[config.mk]
export PLATFORM = sky130hd
export DESIGN_NAME = fftc_ctrl
export DESIGN_NICKNAME = d
export VERILOG_FILES = /design/src/sv/fftc_pkg.sv /design/src/sv/fftc_ctrl.sv
export SDC_FILE = /design/constraint.sdc
export NUM_CORES = 1
export LEC_CHECK = 0
export ABC_AREA = 1
export BUFFER_PORTS_ARGS = -buffer_cell sky130_fd_sc_hd__buf_2
export CAP_MARGIN = 20
export CORE_MARGIN = 10
export CORE_UTILIZATION = 40
export DETAILED_ROUTE_END_ITERATION = 10
export PLACE_DENSITY = 0.58
export SLEW_MARGIN = 20
export SYNTH_ARGS = -nofsm -noshare
export SYNTH_HDL_FRONTEND = slang
export SYNTH_SLANG_ARGS = --single-unit
[constraint.sdc]
create_clock -name clk -period 3.1 [get_ports clk]
set_input_delay 0.155 -clock clk [delete_from_list [all_inputs] [get_ports clk]]
set_output_delay 0.155 -clock clk [all_outputs]
set_load 0.03 [all_outputs]
[src/sv/fftc_pkg.sv]
// fftc_pkg: shared constants, types and functions of the radix-2 fft core
// holds the q1.15 twiddle table builder, command codes and state encodings
// depends on nothing
package fftc_pkg;

  localparam int MAX_LOG2_POINTS = 10;
  localparam int SAMPLE_BITS     = 16;
  localparam int WORD_BITS       = 28;
  localparam int AW              = MAX_LOG2_POINTS;
  localparam int FULL_N          = 1 << MAX_LOG2_POINTS;
  localparam int TW_DEPTH        = (FULL_N / 2) > 0 ? (FULL_N / 2) : 1;
  localparam int TW_AW           = (TW_DEPTH > 1) ? $clog2(TW_DEPTH) : 1;
  localparam int LOG_W           = $clog2(MAX_LOG2_POINTS + 1);
  localparam int CFG_IDX_W       = 1;
  localparam int CFG_DATA_W      = 4;
  localparam int TW_BITS         = 16;
  localparam int PROD_BITS       = WORD_BITS + TW_BITS;
  localparam int T_BITS          = WORD_BITS + 3;
  localparam longint unsigned PI_Q30  = 64'd3373259426;
  localparam longint unsigned ONE_Q30 = 64'd1 << 30;

  // taylor term divisors: (2i)(2i+1) for sine, (2i-1)(2i) for cosine
  localparam longint unsigned SIN_DIV [6] = '{64'd6, 64'd20, 64'd42, 64'd72, 64'd110, 64'd156};
  localparam longint unsigned COS_DIV [7] = '{64'd2, 64'd12, 64'd30, 64'd56, 64'd90, 64'd132,
                                              64'd182};

  localparam logic [CFG_IDX_W-1:0] CFG_LOG2_POINTS  = 1'b0;
  localparam logic [CFG_IDX_W-1:0] CFG_INVERSE_MODE = 1'b1;
  localparam logic                 OPC_LOAD = 1'b0;
  localparam logic                 OPC_READ = 1'b1;

  typedef logic signed [TW_BITS-1:0] tw_tab_t [TW_DEPTH];
  typedef logic signed [WORD_BITS-1:0] word_t;

  typedef enum logic [3:0] {
    ST_IDLE, ST_RDP, ST_RDK, ST_MUL, ST_SUM, ST_WRK, ST_WRP, ST_SC_RD, ST_SC_WR
  } st_t;

  typedef enum logic [3:0] {
    OP_NOP, OP_LOAD, OP_READ, OP_RDP, OP_RDK, OP_MUL, OP_SUM, OP_WRK, OP_WRP,
    OP_SC_RD, OP_SC_WR
  } dp_op_t;

  typedef struct packed {
    dp_op_t           op;
    logic [LOG_W-1:0] l;
    logic [LOG_W-1:0] stage;
    logic [AW-1:0]    idx;
    logic             inverse;
    logic             done;
  } dp_cmd_t;

  function automatic logic signed [TW_BITS-1:0] to_q15(input longint v);
    longint r;
    r = (v < 0) ? 64'sd0 : v;
    r = (r + (64'sd1 <<< 14)) >>> 15;
    if (r > 32767) r = 32767;
    return TW_BITS'(r);
  endfunction

  // fixed-point taylor series in q30, one quadrant folded by symmetry
  function automatic tw_tab_t build_tw(input bit want_sin);
    tw_tab_t tab;
    longint unsigned kk, x, term;
    longint s, c;
    logic signed [TW_BITS-1:0] cq;
    bit neg;
    for (int k = 0; k < TW_DEPTH; k++) begin
      kk  = longint'(k);
      neg = 1'b0;
      if (4 * k > FULL_N) begin
        kk  = longint'(TW_DEPTH - k);
        neg = 1'b1;
      end
      x    = (2 * PI_Q30 * kk + (64'd1 << (MAX_LOG2_POINTS - 1))) >> MAX_LOG2_POINTS;
      term = x;
      s    = longint'(x);
      for (int i = 1; i <= 6; i++) begin
        term = ((((term * x) >> 30) * x) >> 30) / SIN_DIV[i-1];
        s    = i[0] ? s - longint'(term) : s + longint'(term);
      end
      term = ONE_Q30;
      c    = longint'(ONE_Q30);
      for (int i = 1; i <= 7; i++) begin
        term = ((((term * x) >> 30) * x) >> 30) / COS_DIV[i-1];
        c    = i[0] ? c - longint'(term) : c + longint'(term);
      end
      cq = to_q15(c);
      if (want_sin) tab[k] = to_q15(s);
      else          tab[k] = neg ? -cq : cq;
    end
    return tab;
  endfunction

  localparam tw_tab_t TW_COS = build_tw(1'b0);
  localparam tw_tab_t TW_SIN = build_tw(1'b1);

  function automatic logic [AW-1:0] bit_rev(input logic [AW-1:0] v,
                                            input logic [LOG_W-1:0] l);
    logic [AW-1:0] r;
    for (int i = 0; i < AW; i++) r[i] = v[AW-1-i];
    return r >> (LOG_W'(AW) - l);
  endfunction

  function automatic word_t sat_word(input logic signed [T_BITS:0] v);
    if (v > $signed((T_BITS+1)'({1'b0, {(WORD_BITS-1){1'b1}}})))
      return {1'b0, {(WORD_BITS-1){1'b1}}};
    if (v < -$signed((T_BITS+1)'({1'b1, {(WORD_BITS-1){1'b0}}})))
      return {1'b1, {(WORD_BITS-1){1'b0}}};
    return v[WORD_BITS-1:0];
  endfunction

endpackage

[src/sv/fftc_ctrl.sv]
// fftc_ctrl: sequencer of the fft core, holds configuration, frame counters
// and walks butterflies and the inverse scaling pass; depends on fftc_pkg
module fftc_ctrl (
  input  logic                                clk,
  input  logic                                rst_n,
  input  logic                                start,
  input  logic                                in_opcode,
  input  logic [fftc_pkg::AW-1:0]             in_bin_index,
  input  logic                                cfg_valid,
  input  logic [fftc_pkg::CFG_IDX_W-1:0]      cfg_index,
  input  logic [fftc_pkg::CFG_DATA_W-1:0]     cfg_wdata,
  output logic                                cfg_ready,
  output logic                                busy,
  output fftc_pkg::dp_cmd_t                   cmd
);
  import fftc_pkg::*;

  st_t                  state_r, state_nxt;
  logic [LOG_W-1:0]     log2_r, log2_nxt;
  logic                 inv_r, inv_nxt;
  logic [AW-1:0]        cnt_r, cnt_nxt;
  logic                 done_r, done_nxt;
  logic [LOG_W-1:0]     stage_r, stage_nxt;
  logic [AW-1:0]        idx_r, idx_nxt;
  logic [LOG_W-1:0]     l_eff;
  logic [AW-1:0]        n_mask, half_last, cnt_m;
  logic                 accept;

  always_comb begin
    if (log2_r < LOG_W'(1))                    l_eff = LOG_W'(1);
    else if (log2_r > LOG_W'(MAX_LOG2_POINTS)) l_eff = LOG_W'(MAX_LOG2_POINTS);
    else                                       l_eff = log2_r;
  end

  assign n_mask    = AW'(({{AW{1'b0}}, 1'b1} << l_eff) - 1'b1);
  assign half_last = n_mask >> 1;
  assign cnt_m     = cnt_r & n_mask;
  assign busy      = (state_r != ST_IDLE);
  assign cfg_ready = ~busy;
  assign accept    = start & ~busy;

  always_ff @(posedge clk) begin
    if (!rst_n) begin
      state_r <= ST_IDLE;
      log2_r  <= LOG_W'(MAX_LOG2_POINTS);
      inv_r   <= 1'b0;
      cnt_r   <= '0;
      done_r  <= 1'b0;
      stage_r <= '0;
      idx_r   <= '0;
    end else begin
      state_r <= state_nxt;
      log2_r  <= log2_nxt;
      inv_r   <= inv_nxt;
      cnt_r   <= cnt_nxt;
      done_r  <= done_nxt;
      stage_r <= stage_nxt;
      idx_r   <= idx_nxt;
    end
  end

  always_comb begin
    state_nxt   = state_r;
    log2_nxt    = log2_r;
    inv_nxt     = inv_r;
    cnt_nxt     = cnt_r;
    done_nxt    = done_r;
    stage_nxt   = stage_r;
    idx_nxt     = idx_r;
    cmd.op      = OP_NOP;
    cmd.l       = l_eff;
    cmd.stage   = stage_r;
    cmd.idx     = idx_r;
    cmd.inverse = inv_r;
    cmd.done    = done_r;

    if (cfg_valid && cfg_ready) begin
      unique case (cfg_index)
        CFG_LOG2_POINTS: begin
          log2_nxt = cfg_wdata[LOG_W-1:0];
          cnt_nxt  = '0;
        end
        CFG_INVERSE_MODE: inv_nxt = cfg_wdata[0];
        default: ;
      endcase
    end

    unique case (state_r)
      ST_IDLE: begin
        if (accept) begin
          if (in_opcode == OPC_LOAD) begin
            cmd.op   = OP_LOAD;
            cmd.idx  = bit_rev(cnt_m, l_eff);
            done_nxt = 1'b0;
            if (cnt_m == n_mask) begin
              cnt_nxt   = '0;
              stage_nxt = LOG_W'(1);
              idx_nxt   = '0;
              state_nxt = ST_RDP;
            end else begin
              cnt_nxt = cnt_m + 1'b1;
            end
          end else begin
            cmd.op  = OP_READ;
            cmd.idx = in_bin_index & n_mask;
          end
        end
      end
      ST_RDP: begin cmd.op = OP_RDP; state_nxt = ST_RDK; end
      ST_RDK: begin cmd.op = OP_RDK; state_nxt = ST_MUL; end
      ST_MUL: begin cmd.op = OP_MUL; state_nxt = ST_SUM; end
      ST_SUM: begin cmd.op = OP_SUM; state_nxt = ST_WRK; end
      ST_WRK: begin cmd.op = OP_WRK; state_nxt = ST_WRP; end
      ST_WRP: begin
        cmd.op = OP_WRP;
        if (idx_r == half_last) begin
          idx_nxt = '0;
          if (stage_r == l_eff) begin
            if (inv_r) begin
              state_nxt = ST_SC_RD;
            end else begin
              state_nxt = ST_IDLE;
              done_nxt  = 1'b1;
            end
          end else begin
            stage_nxt = stage_r + 1'b1;
            state_nxt = ST_RDP;
          end
        end else begin
          idx_nxt   = idx_r + 1'b1;
          state_nxt = ST_RDP;
        end
      end
      ST_SC_RD: begin cmd.op = OP_SC_RD; state_nxt = ST_SC_WR; end
      ST_SC_WR: begin
        cmd.op = OP_SC_WR;
        if (idx_r == n_mask) begin
          idx_nxt   = '0;
          state_nxt = ST_IDLE;
          done_nxt  = 1'b1;
        end else begin
          idx_nxt   = idx_r + 1'b1;
          state_nxt = ST_SC_RD;
        end
      end
      default: state_nxt = ST_IDLE;
    endcase
  end

endmodule

# Yosys cells after proc, flatten, opt, wreduce, memory -nomap -nowiden
# Cells that the tools add are included.
# totals
ff_bits,34
inputBits,20
out_inout_bits,26
word_cells,90
# op_classes
add_sub_neg,5
n_lt_le_gt_ge,2
eq_ne,20
n_shift,2
n_mux,38
bitwise_logic,5
reduce_logical,11
# op_table
cell,count
10-bit 2-to-1 mux,14
4-bit one-hot mux with 9 select lines,2
4-bit 2-to-1 mux,9
10-bit one-hot mux with 3 select lines,1
10-bit by 1-bit adder with 10-bit output (second input constant),2
10-bit bitwise AND,2
10-bit == test,2
4-bit by 3-bit == test with 1-bit output (second input constant),4
2-bit inequality test (second input constant),8
10-bit by 9-bit == test with 1-bit output,1
1-bit by 4-bit left shift with 10-bit output (first input constant),1
10-bit by 4-bit >> shifter with 10-bit output,1
10-bit by 1-bit subtractor with 10-bit output (second input constant),1
4-bit by 2-bit == test with 1-bit output (second input constant),2
4-bit one-hot mux with 2 select lines,1
7-bit AND reduction,1
1-bit 2-to-1 mux,6
3-bit 2-to-1 mux,2
6-bit AND reduction,1
4-bit by 1-bit adder with 4-bit output (second input constant),1
4-bit by 1-bit == test with 1-bit output (second input constant),1
4-bit == test,1
4-bit == test (second input constant),1
4-bit greater-than comparator (second input constant),1
14 further kinds,17

# Depth between registers and ports, before layout
# logic_depth
depth_word,11
mapped_depth,26
ltp_nobuf,25

# Least setup slack after synthesis
# Ideal clock, no wire load.
# synth_path
path_type,register to output
startpoint,register log2_r[3]
endpoint,output port cmd[6] (netlist name)
t_arrival_ps,3247
t_required_ps,2945
slack_ps,-302
stages_incl_launch_ff,22
n_path_buf,2
path_cell_list,dfxtp_1 > buf_6 > nor2_8 > nand3_1 > nand2_1 > buf_2 > ha_1 > nand2_1 > ha_1 > inv_1 > nand3_1 > nand2_2 > inv_2 > nor2_4 > inv_1 > nand2_1 > o21ai_0 > nand2_1 > nand2_1 > a21oi_1 > nor2_1 > a21oi_1
# synth_lines
element,line_no,text
"start, declared",fftc_ctrl.sv:19,"logic [LOG_W-1:0] log2_r, log2_nxt;"
"start signal, assigned",fftc_ctrl.sv:45,log2_r <= LOG_W'(MAX_LOG2_POINTS);
"start signal, assigned",fftc_ctrl.sv:53,log2_r <= log2_nxt;
"end, declared",fftc_ctrl.sv:14,output fftc_pkg::dp_cmd_t cmd

==> metrics.cfg <==
[worst_setup_path]
cp_slowest_stage_delay_ps=330
cp-end-kind=output port
path_max_fanout=5
critical_path_class=reg -> out
path_cells=buf_6 -> nor2_8 -> nand3_4 -> nand2_4 -> inv_4 -> ha_4 -> buf_6 -> nand3_4 -> nand2_8 -> nor2_4 -> nand2_2 -> nand2_4 -> nand2_4 -> nor2_4 -> o21ai_2 -> o21ai_2 -> nand3_2 -> a21boi_4 -> buf_6
cp.required_ps=2940
worstSetupStartpointType=flip-flop
cp_slowest_cell=dfxtp_2
arrival_ps=2860

[synthesis]
avgSynthCellArea_um2=5.85
synth-edff-count=0
ys_seq_elements=34
syn_area_um2=3860
syn_nets=689
ys_types=41
yosys_warnings=0
ys_async_sr_fraction_pct=0
ys_seq_area_share_pct=17.6
syn_inst=660
synth_flop_cell=dfxtp_1

[power_and_ir_drop]
power_frac_seq_pct=22.9
p_sw_share_pct=44.8
p_comb_share_pct=54.4
power.switching_uw=996
power.density_nw_per_um2=439
p_leak_uw=0.00257
pwr-share-clk_pct=22.7
total_power_uw=2220
peakVddDrop_mv=0.247
intPower_uw=1230

[routing]
wl_per_cell_um=16.1
wl_um=14000
vias_per_cell=5.27
drt_iter0_markers=386
vias=4568
dr.pass1.iters=5
drc_errors=0
ant_nets=0

[clock_network]
cts-hold-fix-buffers=0
cts_buffers=5
cts_buffer_depth=2
cts_num_sinks=34
clock_latency_ps=290
path_clk_slew_ps=80
htreeDepth=2
cts_tree=built
cts-root-buf=clkbuf_8

[timing]
finalClockSkew_ps=4.95
min_period_over_period_pct=97.2
slew-limit-headroom_pct=50.3
hold_violations=0
worstMarginPinSlew_ps=742
rsz0062_at_grt=yes
fmax_ghz=0.332
fin_tns_setup_ps=0
report.final.slew_viol_count=0
min_period_ps=3010
setup-violations-final=0

[final_layout]
final_common_cell=nand2_1
synthToLayoutAreaGrowth_pct=31.1
layout_common_cells=139 x nand2_1, 107 x nand3_1, 91 x inv_1
fill_cells=986
num_antenna_cells=0
drive_gt1_share_pct=32.1
layout.nets=766

[hold_path]
hold_class=in -> reg

[die]
fp.coreArea_um2=9330
io-pin-count=46
rows=35
die_area_um2=14000
die_x_um=118
die_y_um=118
start_util_pct=41.4

[global_route]
grt_max_degree=26
grt_pass1_wl_um=22100
grt-ovfl-total=0
antenna_found_initial=0
track_usage_pct=19.0
first_global_vias=4320

[placed_design]
dpl.hpwl_um=10800
gp_congestion=0.988
port_buffers=45

[run]
max_cap_viol_count=0

[outcome]
outcome=complete, no violations

stage by stage:
stage	cell area (um^2)	hold slack, ps	utilization, %	cells	setup WS [ps]
5_1_grt	5060	105	54.3	867	-41.5
3_5_place_dp	4380	408	47.0	842	-29.0
6_report	5060	101	54.3	867	86.6
4_1_cts	4680	102	50.2	856	-5.86
3_3_place_gp	4380	407	47.0	842	-61.8
2_1_floorplan	3900	281	-	660	23.8
worst max-delay path: cells and delay by family, from the launching register on:
family	cells	cell delay, ps
buffers and inverters	4	460
AO/OA/AOI/OAI	3	390
adder cells (fa/ha/maj)	1	170
flip-flops	1	330
AND/OR/NAND/NOR	11	1200
final timing paths:
| path | cells past startpoint | end | startpoint | slack [ps] |
|---|---|---|---|---|
| worst min register to register | 2 | done_r$_SDFFE_PN0P_ | done_r$_SDFFE_PN0P_ | 450 |
| worst max register to register | 22 | state_r[1]$_SDFFE_PN0P_ | log2_r[0]$_SDFFE_PN0P_ | 230 |
| worst max-delay path | 19 | cmd[4] | log2_r[2]$_SDFFE_PN0P_ | 90 |
| worst min-delay path | 3 | log2_r[3]$_SDFFE_PN1P_ | cfg_wdata[3] | 100 |
logic make-up after synthesis:
family	synth area share, %
buf+inv	14.5
flops	17.6
fa+ha+maj	2.92
compound gates	11.7
simple gates	49.0
xor+xnor	4.28
sequential cells by signal, indices dropped and copies added, names as in the netlist:
signal and count:
cnt_r 10, stage_r 4, state_r 4, log2_r 4, idx_r 10, done_r 1, inv_r 1
power groups by stage:
| stage | combinational (uW) | clock, uW | sequential (uW) |
|---|---|---|---|
| after detailed placement | 984 | 0 | 514 |
| after global placement | 984 | 0 | 512 |
| after CTS | 1060 | 521 | 505 |
| after global routing | 1310 | 535 | 515 |
| after floorplan | 718 | 0 | 498 |
| final | 1210 | 504 | 510 |
final cells by class:
class / instances / area (um^2) / share of cell area, %
clock buffers: 5 / 68.8 / 1.36
clock inverters: 3 / 68.8 / 1.36
inverters: 112 / 430 / 8.50
multi-input cells: 491 / 3010 / 59.5
flip-flops and latches: 34 / 686 / 13.5
well taps: 129 / 161 / 3.19
repair buffers: 93 / 637 / 12.6
Yosys cell counts, types with 3 or more instances:
cell type / instances / area share, %
nand3b_1: 3 / 0.58
a22oi_1: 3 / 0.58
nor2_2: 11 / 1.8
nor2_4: 6 / 1.7
xnor2_1: 4 / 0.91
nor3_1: 10 / 1.3
o211ai_1: 4 / 0.78
nand2_1: 162 / 16
a21oi_1: 26 / 3.4
nand2_2: 11 / 1.8
ha_1: 9 / 2.9
nand3_2: 8 / 2.1
o21ai_0: 28 / 3.6
nand3_1: 116 / 15
nand4_1: 10 / 1.6
dfxtp_1: 34 / 18
inv_2: 11 / 1.1
nand2_4: 9 / 2.6
buf_4: 7 / 1.4
nor2_1: 36 / 3.5
a31oi_1: 5 / 0.81
o21ai_1: 3 / 0.39
buf_2: 5 / 0.65
clkbuf_1: 7 / 0.68
xor2_1: 13 / 2.9
o21ai_2: 3 / 0.68
inv_1: 98 / 9.5
metal layers:
layer / wire [um] / GRT usage [%]
met5: 0 / 0
met4: 341 / 5.41
met3: 713 / 3.09
met2: 6700 / 32.5
met1: 6200 / 23.9
repair_timing:
action / in CTS / in global routing
resized for setup: 35 / 85
setup buffers: 6 / 11
endpoints found under the hold margin: 0 / 0
pin swaps: 8 / 32
endpoints found under the setup margin: 8 / 36
No activity file was read; power rests on OpenSTA's default activity.
